### config.mk
export PLATFORM = sky130hd
export DESIGN_NAME = homogeneous_matrix_transform_unit
export DESIGN_NICKNAME = d
export VERILOG_FILES = /design/src/rtl/hmtu_pkg.sv /design/src/rtl/homogeneous_matrix_transform_unit.sv /design/src/rtl/hmtu_matrix_mem.sv /design/src/rtl/hmtu_mac.sv
export SDC_FILE = /design/constraint.sdc
export NUM_CORES = 2
export LEC_CHECK = 0
export ABC_AREA = 1
export BUFFER_PORTS_ARGS = -buffer_cell sky130_fd_sc_hd__buf_4
export CAP_MARGIN = 25
export CORE_ASPECT_RATIO = 0.8
export CORE_MARGIN = 5
export CORE_UTILIZATION = 55
export CTS_CLUSTER_DIAMETER = 150
export DETAILED_ROUTE_END_ITERATION = 12
export PLACE_DENSITY = 0.81
export SLEW_MARGIN = 0
export SYNTH_ARGS = -nofsm -noshare
export SYNTH_HDL_FRONTEND = slang
export SYNTH_SLANG_ARGS = --single-unit
### constraint.sdc
create_clock -name clk -period 10.15 [get_ports clk]
set_input_delay 1.015 -clock clk [delete_from_list [all_inputs] [get_ports clk]]
set_output_delay 1.015 -clock clk [all_outputs]
set_load 0.03 [all_outputs]
### src/rtl/hmtu_pkg.sv
// Shared types and codes of the homogeneous matrix transform unit.
package hmtu_pkg;

  localparam int DATA_W = 32;

  // Item modes.
  localparam logic [3:0] MODE_IDENTITY  = 4'd0;
  localparam logic [3:0] MODE_SET       = 4'd1;
  localparam logic [3:0] MODE_TRANSLATE = 4'd2;
  localparam logic [3:0] MODE_SCALE     = 4'd3;
  localparam logic [3:0] MODE_ROTX      = 4'd4;
  localparam logic [3:0] MODE_ROTY      = 4'd5;
  localparam logic [3:0] MODE_ROTZ      = 4'd6;
  localparam logic [3:0] MODE_SHEAR_XY  = 4'd7;
  localparam logic [3:0] MODE_SHEAR_Z   = 4'd8;
  localparam logic [3:0] MODE_PERSP     = 4'd9;
  localparam logic [3:0] MODE_XFORM     = 4'd10;

  // Control that travels with a pair of operands into the multiply-accumulate unit.
  typedef struct packed {
    logic en;
    logic first;
    logic last;
  } mac_ctrl_t;

  // One write into the matrix memory.
  typedef struct packed {
    logic              en;
    logic [3:0]        addr;
    logic [DATA_W-1:0] data;
  } mem_wr_t;

endpackage

### src/rtl/homogeneous_matrix_transform_unit.sv
// Top level of the homogeneous 4x4 matrix transform unit.
//
// The unit holds one 4x4 transform matrix of signed fixed-point elements with FRAC_BITS
// fraction bits, kept row-major in a 16-entry synchronous memory. Items arrive on the input
// channel (in_valid/in_ready); the mode picks identity, element set, a pre-multiply by an
// elementary matrix, or a point transform. Only the point transform makes a result, which
// leaves on the output channel (out_valid/out_ready) as four saturated coordinates.
//
// Identity, element set and unused modes finish in the transfer cycle itself; the next
// item is taken in the cycle after. A point transform streams the sixteen elements through
// the shared multiply-accumulate unit, one per cycle; once the four results are in and
// the output register is free, they are loaded into it, and out_valid rises in the same
// cycle that the next item can be taken. A pre-multiply works column by column: four
// memory reads to fetch a column, then sixteen multiply-accumulate steps.
// Both modes share the single multiplier and the one memory read port.
//
// Reset (and the identity mode) marks every entry as unwritten, and such an entry reads as
// the identity value, so the matrix is identity at once. A finished result sits in the
// output register while the next items are taken; only a later point transform waits, at
// its end, until that register has been taken by the receiver.
module homogeneous_matrix_transform_unit
  import hmtu_pkg::*;
#(
  parameter int FRAC_BITS = 16
) (
  input  logic                     clk,
  input  logic                     rst,
  input  logic                     in_valid,
  output logic                     in_ready,
  input  logic [3:0]               mode,
  input  logic [1:0]               row_sel,
  input  logic [1:0]               col_sel,
  input  logic signed [DATA_W-1:0] val_a,
  input  logic signed [DATA_W-1:0] val_b,
  input  logic signed [DATA_W-1:0] val_c,
  input  logic signed [DATA_W-1:0] val_d,
  output logic                     out_valid,
  input  logic                     out_ready,
  output logic signed [DATA_W-1:0] out_x,
  output logic signed [DATA_W-1:0] out_y,
  output logic signed [DATA_W-1:0] out_z,
  output logic signed [DATA_W-1:0] out_w
);

  localparam logic [2:0] S_IDLE  = 3'd0;
  localparam logic [2:0] S_RD    = 3'd1;
  localparam logic [2:0] S_MAC   = 3'd2;
  localparam logic [2:0] S_DRAIN = 3'd3;
  localparam logic [2:0] S_XF    = 3'd4;
  localparam logic [2:0] S_XWAIT = 3'd5;
  localparam logic [2:0] S_FIN   = 3'd6;

  localparam logic signed [DATA_W:0] ONE = (DATA_W + 1)'(1) << FRAC_BITS;

  // Element of the elementary matrix at row-major position idx for the given mode.
  function automatic logic signed [DATA_W:0] elem(
    input logic [3:0]               m,
    input logic signed [DATA_W-1:0] a,
    input logic signed [DATA_W-1:0] b,
    input logic signed [DATA_W-1:0] c,
    input logic [3:0]               idx
  );
    logic signed [DATA_W:0] a_x;
    logic signed [DATA_W:0] b_x;
    logic signed [DATA_W:0] c_x;
    logic signed [DATA_W:0] nb_x;
    logic signed [DATA_W:0] e;
    a_x  = {a[DATA_W-1], a};
    b_x  = {b[DATA_W-1], b};
    c_x  = {c[DATA_W-1], c};
    // The negated sine is kept at full width, so the most negative sine stays exact.
    nb_x = '0 - b_x;
    e    = (idx[1:0] == idx[3:2]) ? ONE : '0;
    unique case (m) inside
      MODE_TRANSLATE: begin
        case (idx)
          4'd3:    e = a_x;
          4'd7:    e = b_x;
          4'd11:   e = c_x;
          default: e = e;
        endcase
      end
      MODE_SCALE: begin
        case (idx)
          4'd0:    e = a_x;
          4'd5:    e = b_x;
          4'd10:   e = c_x;
          default: e = e;
        endcase
      end
      MODE_ROTX: begin
        case (idx)
          4'd5, 4'd10: e = a_x;
          4'd6:        e = nb_x;
          4'd9:        e = b_x;
          default:     e = e;
        endcase
      end
      MODE_ROTY: begin
        case (idx)
          4'd0, 4'd10: e = a_x;
          4'd2:        e = b_x;
          4'd8:        e = nb_x;
          default:     e = e;
        endcase
      end
      MODE_ROTZ: begin
        case (idx)
          4'd0, 4'd5: e = a_x;
          4'd1:       e = nb_x;
          4'd4:       e = b_x;
          default:    e = e;
        endcase
      end
      MODE_SHEAR_XY: begin
        case (idx)
          4'd1:    e = a_x;
          4'd4:    e = b_x;
          default: e = e;
        endcase
      end
      MODE_SHEAR_Z: begin
        case (idx)
          4'd2:    e = a_x;
          4'd6:    e = b_x;
          default: e = e;
        endcase
      end
      MODE_PERSP: begin
        if (idx == 4'd14) begin
          e = a_x;
        end
      end
      default: e = e;
    endcase
    return e;
  endfunction

  logic [2:0]               state;
  logic [3:0]               mode_q;
  logic signed [DATA_W-1:0] a_q;
  logic signed [DATA_W-1:0] b_q;
  logic signed [DATA_W-1:0] c_q;
  logic signed [DATA_W-1:0] p [4];
  logic signed [DATA_W-1:0] col [4];
  logic signed [DATA_W-1:0] res [4];
  logic [3:0]               cnt;
  logic [1:0]               jcol;
  logic [3:0]               wcnt;
  logic [1:0]               rcnt;
  logic                     col_pend;
  logic [1:0]               col_k;
  logic                     xf_pend;
  logic [1:0]               xf_k;
  logic                     accept;
  logic                     out_free;

  mem_wr_t                  wr;
  logic                     mem_clear;
  logic [3:0]               raddr;
  logic [DATA_W-1:0]        rdata;

  mac_ctrl_t                mac_ctrl;
  logic signed [DATA_W:0]   mac_a;
  logic signed [DATA_W-1:0] mac_b;
  logic signed [DATA_W-1:0] mac_res;
  logic                     mac_rv;
  logic                     premul_busy;

  assign in_ready    = (state == S_IDLE);
  assign accept      = in_valid && in_ready;
  assign out_free    = !out_valid || out_ready;
  assign premul_busy = (state == S_RD) || (state == S_MAC) || (state == S_DRAIN);

  // Memory access. Element writes land at transfer; pre-multiply results land as each
  // dot product closes, in column order, the last of a column while the next is being read.
  assign mem_clear = accept && (mode == MODE_IDENTITY);

  always_comb begin
    wr.en   = 1'b0;
    wr.addr = {wcnt[1:0], wcnt[3:2]};
    wr.data = mac_res;
    if (accept && (mode == MODE_SET)) begin
      wr.en   = 1'b1;
      wr.addr = {row_sel, col_sel};
      wr.data = val_a;
    end else if (premul_busy && mac_rv) begin
      wr.en = 1'b1;
    end
  end

  assign raddr = (state == S_RD) ? {cnt[1:0], jcol} : cnt;

  hmtu_matrix_mem #(
    .FRAC_BITS(FRAC_BITS)
  ) u_mem (
    .clk  (clk),
    .rst  (rst),
    .clear(mem_clear),
    .wr   (wr),
    .raddr(raddr),
    .rdata(rdata)
  );

  // Operand selection for the shared multiply-accumulate unit.
  always_comb begin
    mac_ctrl.en    = 1'b0;
    mac_ctrl.first = 1'b0;
    mac_ctrl.last  = 1'b0;
    mac_a          = elem(mode_q, a_q, b_q, c_q, cnt);
    mac_b          = col[cnt[1:0]];
    if (state == S_MAC) begin
      mac_ctrl.en    = 1'b1;
      mac_ctrl.first = (cnt[1:0] == 2'd0);
      mac_ctrl.last  = (cnt[1:0] == 2'd3);
    end else if (xf_pend) begin
      mac_ctrl.en    = 1'b1;
      mac_ctrl.first = (xf_k == 2'd0);
      mac_ctrl.last  = (xf_k == 2'd3);
      mac_a          = {rdata[DATA_W-1], rdata};
      mac_b          = p[xf_k];
    end
  end

  hmtu_mac #(
    .FRAC_BITS(FRAC_BITS)
  ) u_mac (
    .clk      (clk),
    .rst      (rst),
    .ctrl     (mac_ctrl),
    .op_a     (mac_a),
    .op_b     (mac_b),
    .res      (mac_res),
    .res_valid(mac_rv)
  );

  // Sequencer.
  always_ff @(posedge clk) begin
    if (rst) begin
      state     <= S_IDLE;
      cnt       <= '0;
      jcol      <= '0;
      wcnt      <= '0;
      rcnt      <= '0;
      col_pend  <= 1'b0;
      xf_pend   <= 1'b0;
      out_valid <= 1'b0;
    end else begin
      col_pend <= (state == S_RD);
      xf_pend  <= (state == S_XF);
      // A new result may be loaded in the same cycle the previous one is taken.
      if ((state == S_FIN) && out_free) begin
        out_valid <= 1'b1;
      end else if (out_ready) begin
        out_valid <= 1'b0;
      end
      if (premul_busy && mac_rv) begin
        wcnt <= wcnt + 4'd1;
      end
      if (((state == S_XF) || (state == S_XWAIT)) && mac_rv) begin
        rcnt <= rcnt + 2'd1;
      end
      unique case (state)
        S_IDLE: begin
          if (accept) begin
            cnt  <= '0;
            jcol <= '0;
            case (mode) inside
              MODE_TRANSLATE, MODE_SCALE, MODE_ROTX, MODE_ROTY, MODE_ROTZ,
              MODE_SHEAR_XY, MODE_SHEAR_Z, MODE_PERSP: state <= S_RD;
              MODE_XFORM:                              state <= S_XF;
              default:                                 state <= S_IDLE;
            endcase
          end
        end
        S_RD: begin
          if (cnt[1:0] == 2'd3) begin
            cnt   <= '0;
            state <= S_MAC;
          end else begin
            cnt <= cnt + 4'd1;
          end
        end
        S_MAC: begin
          cnt <= cnt + 4'd1;
          if (cnt == 4'd15) begin
            jcol  <= jcol + 2'd1;
            state <= (jcol == 2'd3) ? S_DRAIN : S_RD;
          end
        end
        S_DRAIN: begin
          if (mac_rv && (wcnt == 4'd15)) begin
            state <= S_IDLE;
          end
        end
        S_XF: begin
          cnt <= cnt + 4'd1;
          if (cnt == 4'd15) begin
            state <= S_XWAIT;
          end
        end
        S_XWAIT: begin
          if (mac_rv && (rcnt == 2'd3)) begin
            state <= S_FIN;
          end
        end
        S_FIN: begin
          if (out_free) begin
            state <= S_IDLE;
          end
        end
        default: state <= S_IDLE;
      endcase
    end
  end

  // Data registers.
  always_ff @(posedge clk) begin
    if (accept) begin
      mode_q <= mode;
      a_q    <= val_a;
      b_q    <= val_b;
      c_q    <= val_c;
      p[0]   <= val_a;
      p[1]   <= val_b;
      p[2]   <= val_c;
      p[3]   <= val_d;
    end
    if (state == S_RD) begin
      col_k <= cnt[1:0];
    end
    if (col_pend) begin
      col[col_k] <= rdata;
    end
    if (state == S_XF) begin
      xf_k <= cnt[1:0];
    end
    if (((state == S_XF) || (state == S_XWAIT)) && mac_rv) begin
      res[rcnt] <= mac_res;
    end
    if ((state == S_FIN) && out_free) begin
      out_x <= res[0];
      out_y <= res[1];
      out_z <= res[2];
      out_w <= res[3];
    end
  end

  // The block is idle only once every dot product has been written or captured.
  a_idle_no_mac: assert property (@(posedge clk) disable iff (rst)
    (state == S_IDLE) |-> !mac_rv)
    else $error("multiply-accumulate result while idle");

  a_idle_counts: assert property (@(posedge clk) disable iff (rst)
    (state == S_IDLE) |-> ((wcnt == 4'd0) && (rcnt == 2'd0)))
    else $error("result counters not wrapped at end of item");

  // Writes of a finished column never hit the column being fetched.
  a_no_rw_overlap: assert property (@(posedge clk) disable iff (rst)
    ((state == S_RD) && wr.en) |-> (wr.addr[1:0] != jcol))
    else $error("write to the column under read");

  a_one_feed: assert property (@(posedge clk) disable iff (rst)
    !((state == S_MAC) && xf_pend))
    else $error("two operand sources at the multiply-accumulate unit");

  a_fin_loads: assert property (@(posedge clk) disable iff (rst)
    ((state == S_FIN) && out_free) |=> (out_valid && (state == S_IDLE)))
    else $error("finished result not presented");

endmodule

### src/rtl/hmtu_matrix_mem.sv
// Matrix store: 16-entry synchronous memory with per-entry valid bits over identity.
module hmtu_matrix_mem
  import hmtu_pkg::*;
#(
  parameter int FRAC_BITS = 16
) (
  input  logic              clk,
  input  logic              rst,
  input  logic              clear,
  input  mem_wr_t           wr,
  input  logic [3:0]        raddr,
  output logic [DATA_W-1:0] rdata
);

  localparam logic [DATA_W-1:0] ONE = DATA_W'(1) << FRAC_BITS;

  logic [DATA_W-1:0] mem [16];
  logic [15:0]       valid;
  logic [DATA_W-1:0] rdata_raw;
  logic              rvalid;
  logic [3:0]        ridx;

  always_ff @(posedge clk) begin
    if (wr.en) begin
      mem[wr.addr] <= wr.data;
    end
    rdata_raw <= mem[raddr];
    ridx      <= raddr;
  end

  // An entry that has not been written since reset or identity reads as identity.
  always_ff @(posedge clk) begin
    if (rst) begin
      valid  <= '0;
      rvalid <= 1'b0;
    end else begin
      rvalid <= valid[raddr];
      if (clear) begin
        valid <= '0;
      end else if (wr.en) begin
        valid[wr.addr] <= 1'b1;
      end
    end
  end

  assign rdata = rvalid ? rdata_raw : ((ridx[1:0] == ridx[3:2]) ? ONE : '0);

endmodule

### src/rtl/hmtu_mac.sv
// Shared multiply-accumulate unit: floored fixed-point products, exact sum, saturation.
module hmtu_mac
  import hmtu_pkg::*;
#(
  parameter int FRAC_BITS = 16
) (
  input  logic                     clk,
  input  logic                     rst,
  input  mac_ctrl_t                ctrl,
  input  logic signed [DATA_W:0]   op_a,
  input  logic signed [DATA_W-1:0] op_b,
  output logic signed [DATA_W-1:0] res,
  output logic                     res_valid
);

  localparam int PROD_W = 2 * DATA_W + 1;
  localparam int SH_W   = PROD_W - FRAC_BITS;
  localparam int ACC_W  = SH_W + 2;
  localparam logic signed [ACC_W-1:0] SAT_MAX = ACC_W'(64'sh0000_0000_7FFF_FFFF);
  localparam logic signed [ACC_W-1:0] SAT_MIN = ACC_W'(-64'sh0000_0000_8000_0000);

  logic signed [PROD_W-1:0] prod;
  logic signed [SH_W-1:0]   prod_sh;
  logic signed [ACC_W-1:0]  acc;
  logic                     pv;
  logic                     pfirst;
  logic                     plast;

  always_ff @(posedge clk) begin
    if (rst) begin
      pv        <= 1'b0;
      res_valid <= 1'b0;
    end else begin
      pv        <= ctrl.en;
      res_valid <= pv && plast;
    end
  end

  // The arithmetic shift of the product floors toward minus infinity.
  assign prod_sh = prod[PROD_W-1:FRAC_BITS];

  always_ff @(posedge clk) begin
    prod   <= op_a * op_b;
    pfirst <= ctrl.first;
    plast  <= ctrl.last;
    if (pv) begin
      acc <= (pfirst ? '0 : acc) + ACC_W'(prod_sh);
    end
  end

  always_comb begin
    if (acc > SAT_MAX) begin
      res = SAT_MAX[DATA_W-1:0];
    end else if (acc < SAT_MIN) begin
      res = SAT_MIN[DATA_W-1:0];
    end else begin
      res = acc[DATA_W-1:0];
    end
  end

endmodule
==> reports/qor.csv <==
metric,value,unit
most used routing layer,met1,
CP Class,reg -> reg,
"Slew Viols, Final",0,
CTS max path bufs,3,
Vias/cell,6.24,
post-route insts no fill,11811,
setup_tns,0,ns
gp weighted congestion,1.05,
Layout fillers,13060,
first-pass GRT wire length,488000,um
Synth Register Bits,1211,
post-synthesis sequential area ratio,38.9,%
Area growth syn-to-layout,12.4,%
number of global-route vias before repair,73013,
Clock Sinks,1211,
CTS tree,built,
Slowest Stage Delay on Critical Path,0.56,ns
Setup crit start kind,flop,
port buffer count,269,
met2 Usage GRT,52.7,%
cells after synthesis,9132,
Slew @ Worst Pin,1.10,ns
HPWL Detailed,250000,um
total congestion overflow,0,
Final ANT Viol Nets,0,
initial antenna violation count,20,
clk root buf,clkbuf_16,
Final Hold Fails,0,
share of layout cells above drive strength 1,11.3,%
warnings from Yosys,0,
Worst-path clk slew,0.07,ns
CP max stage cell,fa_1,
Synth top cells by count,"inv_1, nand2_1, fa_1",
io pins,270,
CP max FO,17,
met3 Usage GRT,17.2,%
Area contributors post-synth,"edfxtp_1, fa_1, inv_1",
Synthesized Nets,10628,
die height,372,um
Die W,463,um
CTS Buf Count,110,
Initial Util,55.1,%
nets@finish,11037,
outcome,completed,
fmax,101,MHz
Multi-input gate area,47900,um2
CORE AREA,164000,um2
CP Data Arrival Time,10.59,ns
H-Tree Level Count,3,
Required @ worst endpoint,10.82,ns
post-route cell area,101000,um2
drt first pass iters,9,
largest net degree at the start of global routing,213,
number of remaining DRC errors,0,
top-count cell post-synth,inv_1,
top_reg_cell synth,edfxtp_1,
Synth top area share,36.1,%
Worst-Skew Late Latency,0.77,ns
GRT met1 Usage,54.3,%
max cap viols,0,
Yosys top cell by area,edfxtp_1,
Slew Limit Headroom,26.4,%
min Tclk post-route,9.92,ns
placed insts,11581,
Final Skew,0.0786,ns
Post-synth ARST share,0,%
DP Area,97300,um2
worst min-delay path class,reg -> reg,
all-layer global routing usage,38.4,%
die area,172000,um2
CP most frequent cell,fa_1,
routed len/inst,28.2,um
average instance area after synthesis,9.88,um2
distinct cell type count after synthesis,67,
CP Capture Type,flop,
Iteration-0 DRC Markers,11611,
"Cell Area, Synth",90200,um2
DRT Wirelength,333000,um
FF/Latch Area,35100,um2
# setup viols final,0,
period utilisation layout,97.8,%
row count,133,
number of synthesized flops with an enable pin,1083,
DR vias,73656,
-- state kept, by name, summed over array words and instances (netlist names), 16 cells and up, named ones only --
name,flops
u_mem.valid,16
out_z,32
p,128
out_w,32
u_mac.acc,51
u_mac.prod,49
u_mem.mem,512
u_mem.rdata_raw,32
out_y,32
res,128
col,128
out_x,32
-- worst max-delay path: cells and delay by family, from the launching register on --
kind | cells | cell delay (ns)
and+or+nand+nor | 7 | 0.91
adders and majority gates | 10 | 4.60
AOI/OAI and AO/OA | 9 | 1.83
buffers and inverters | 12 | 1.99
DFF | 1 | 0.33
xor gates and xnor gates | 1 | 0.18
-- routing by layer --
layer  vias up  part of all wire [%]
li1      30639                     -
met1     36300                    39
met2      5941                    40
met3       766                    17
met4        10                   4.1
met5         -                 0.021
-- cells by family (layout without fill, tap and decap cells) --
family / count (synthesis) / in the layout / share of synthesized area (%)
AO/OA/AOI/OAI: 1734 / 1734 / 11.3
XOR/XNOR: 123 / 123 / 1.19
adder cells (fa/ha/maj): 1356 / 1356 / 28.1
buffers and inverters: 2010 / 2515 / 8.54
flip-flops: 1211 / 1211 / 38.9
other: 0 / 14 / 0
AND/OR/NAND/NOR: 2698 / 2698 / 12.0
-- layout by cell type (no fill, tap or decap), types with 27 or more instances in the layout --
master and instances:
inv_1 1524, nand2_1 1418, fa_1 1112, edfxtp_1 1083, nor2_1 885, buf_4 705
a21oi_1 660, o21ai_0 538, ha_1 241, nand3_1 200, o221ai_1 184, dfxtp_1 123
clkbuf_16 112, xor2_1 85, o22ai_1 81, o211ai_1 53, nand4_1 47, xnor2_1 33
buf_12 33, nor3_1 29, nor2_4 28, nand2_2 28, a31oi_1 28, clkinv_1 27
-- what timing repair did --
item / CTS / global route
endpoints found under the setup margin: 0 / 42
hold buffers: 0 / 0
gates resized for setup: 0 / 34
buffers inserted: 0 / 6
-- area by class of cell --
cell class / count / share of cell area, %
inverters: 1564 / 5.81
flip-flops and latches: 1211 / 34.6
clock inverters: 60 / 0.659
diodes: 14 / 0.0346
repair buffers: 743 / 5.93
clock buffers: 148 / 3.03
multi-input cells: 5911 / 47.2
well taps: 2160 / 2.67
-- path summary, 6_finish.rpt --
kind,startpoint,endpoint,slack (ns),depth (start not counted)
min reg2reg,res[0][6]$_DFFE_PP_,out_x[6]$_DFFE_PP_,0.37,0
max reg2reg,cnt[0]$_SDFFE_PP0P_,u_mac.prod[56]$_DFF_P_,0.23,39
min,res[0][6]$_DFFE_PP_,out_x[6]$_DFFE_PP_,0.37,0
max,cnt[0]$_SDFFE_PP0P_,u_mac.prod[56]$_DFF_P_,0.23,39
-- metrics by stage --
stage          hold WS, ns  worst slack, ns  utilization, %
3_3_place_gp         0.401            0.145            59.4
3_5_place_dp         0.405            0.177            59.4
5_1_grt              0.392         -0.00637            61.9
4_1_cts              0.381            0.111            61.7
2_1_floorplan        0.395             1.46               -
6_report             0.373            0.226            61.9
Power is not shown: default switching activity piles up to over one toggle a cycle in this logic, so the estimate is an artifact.
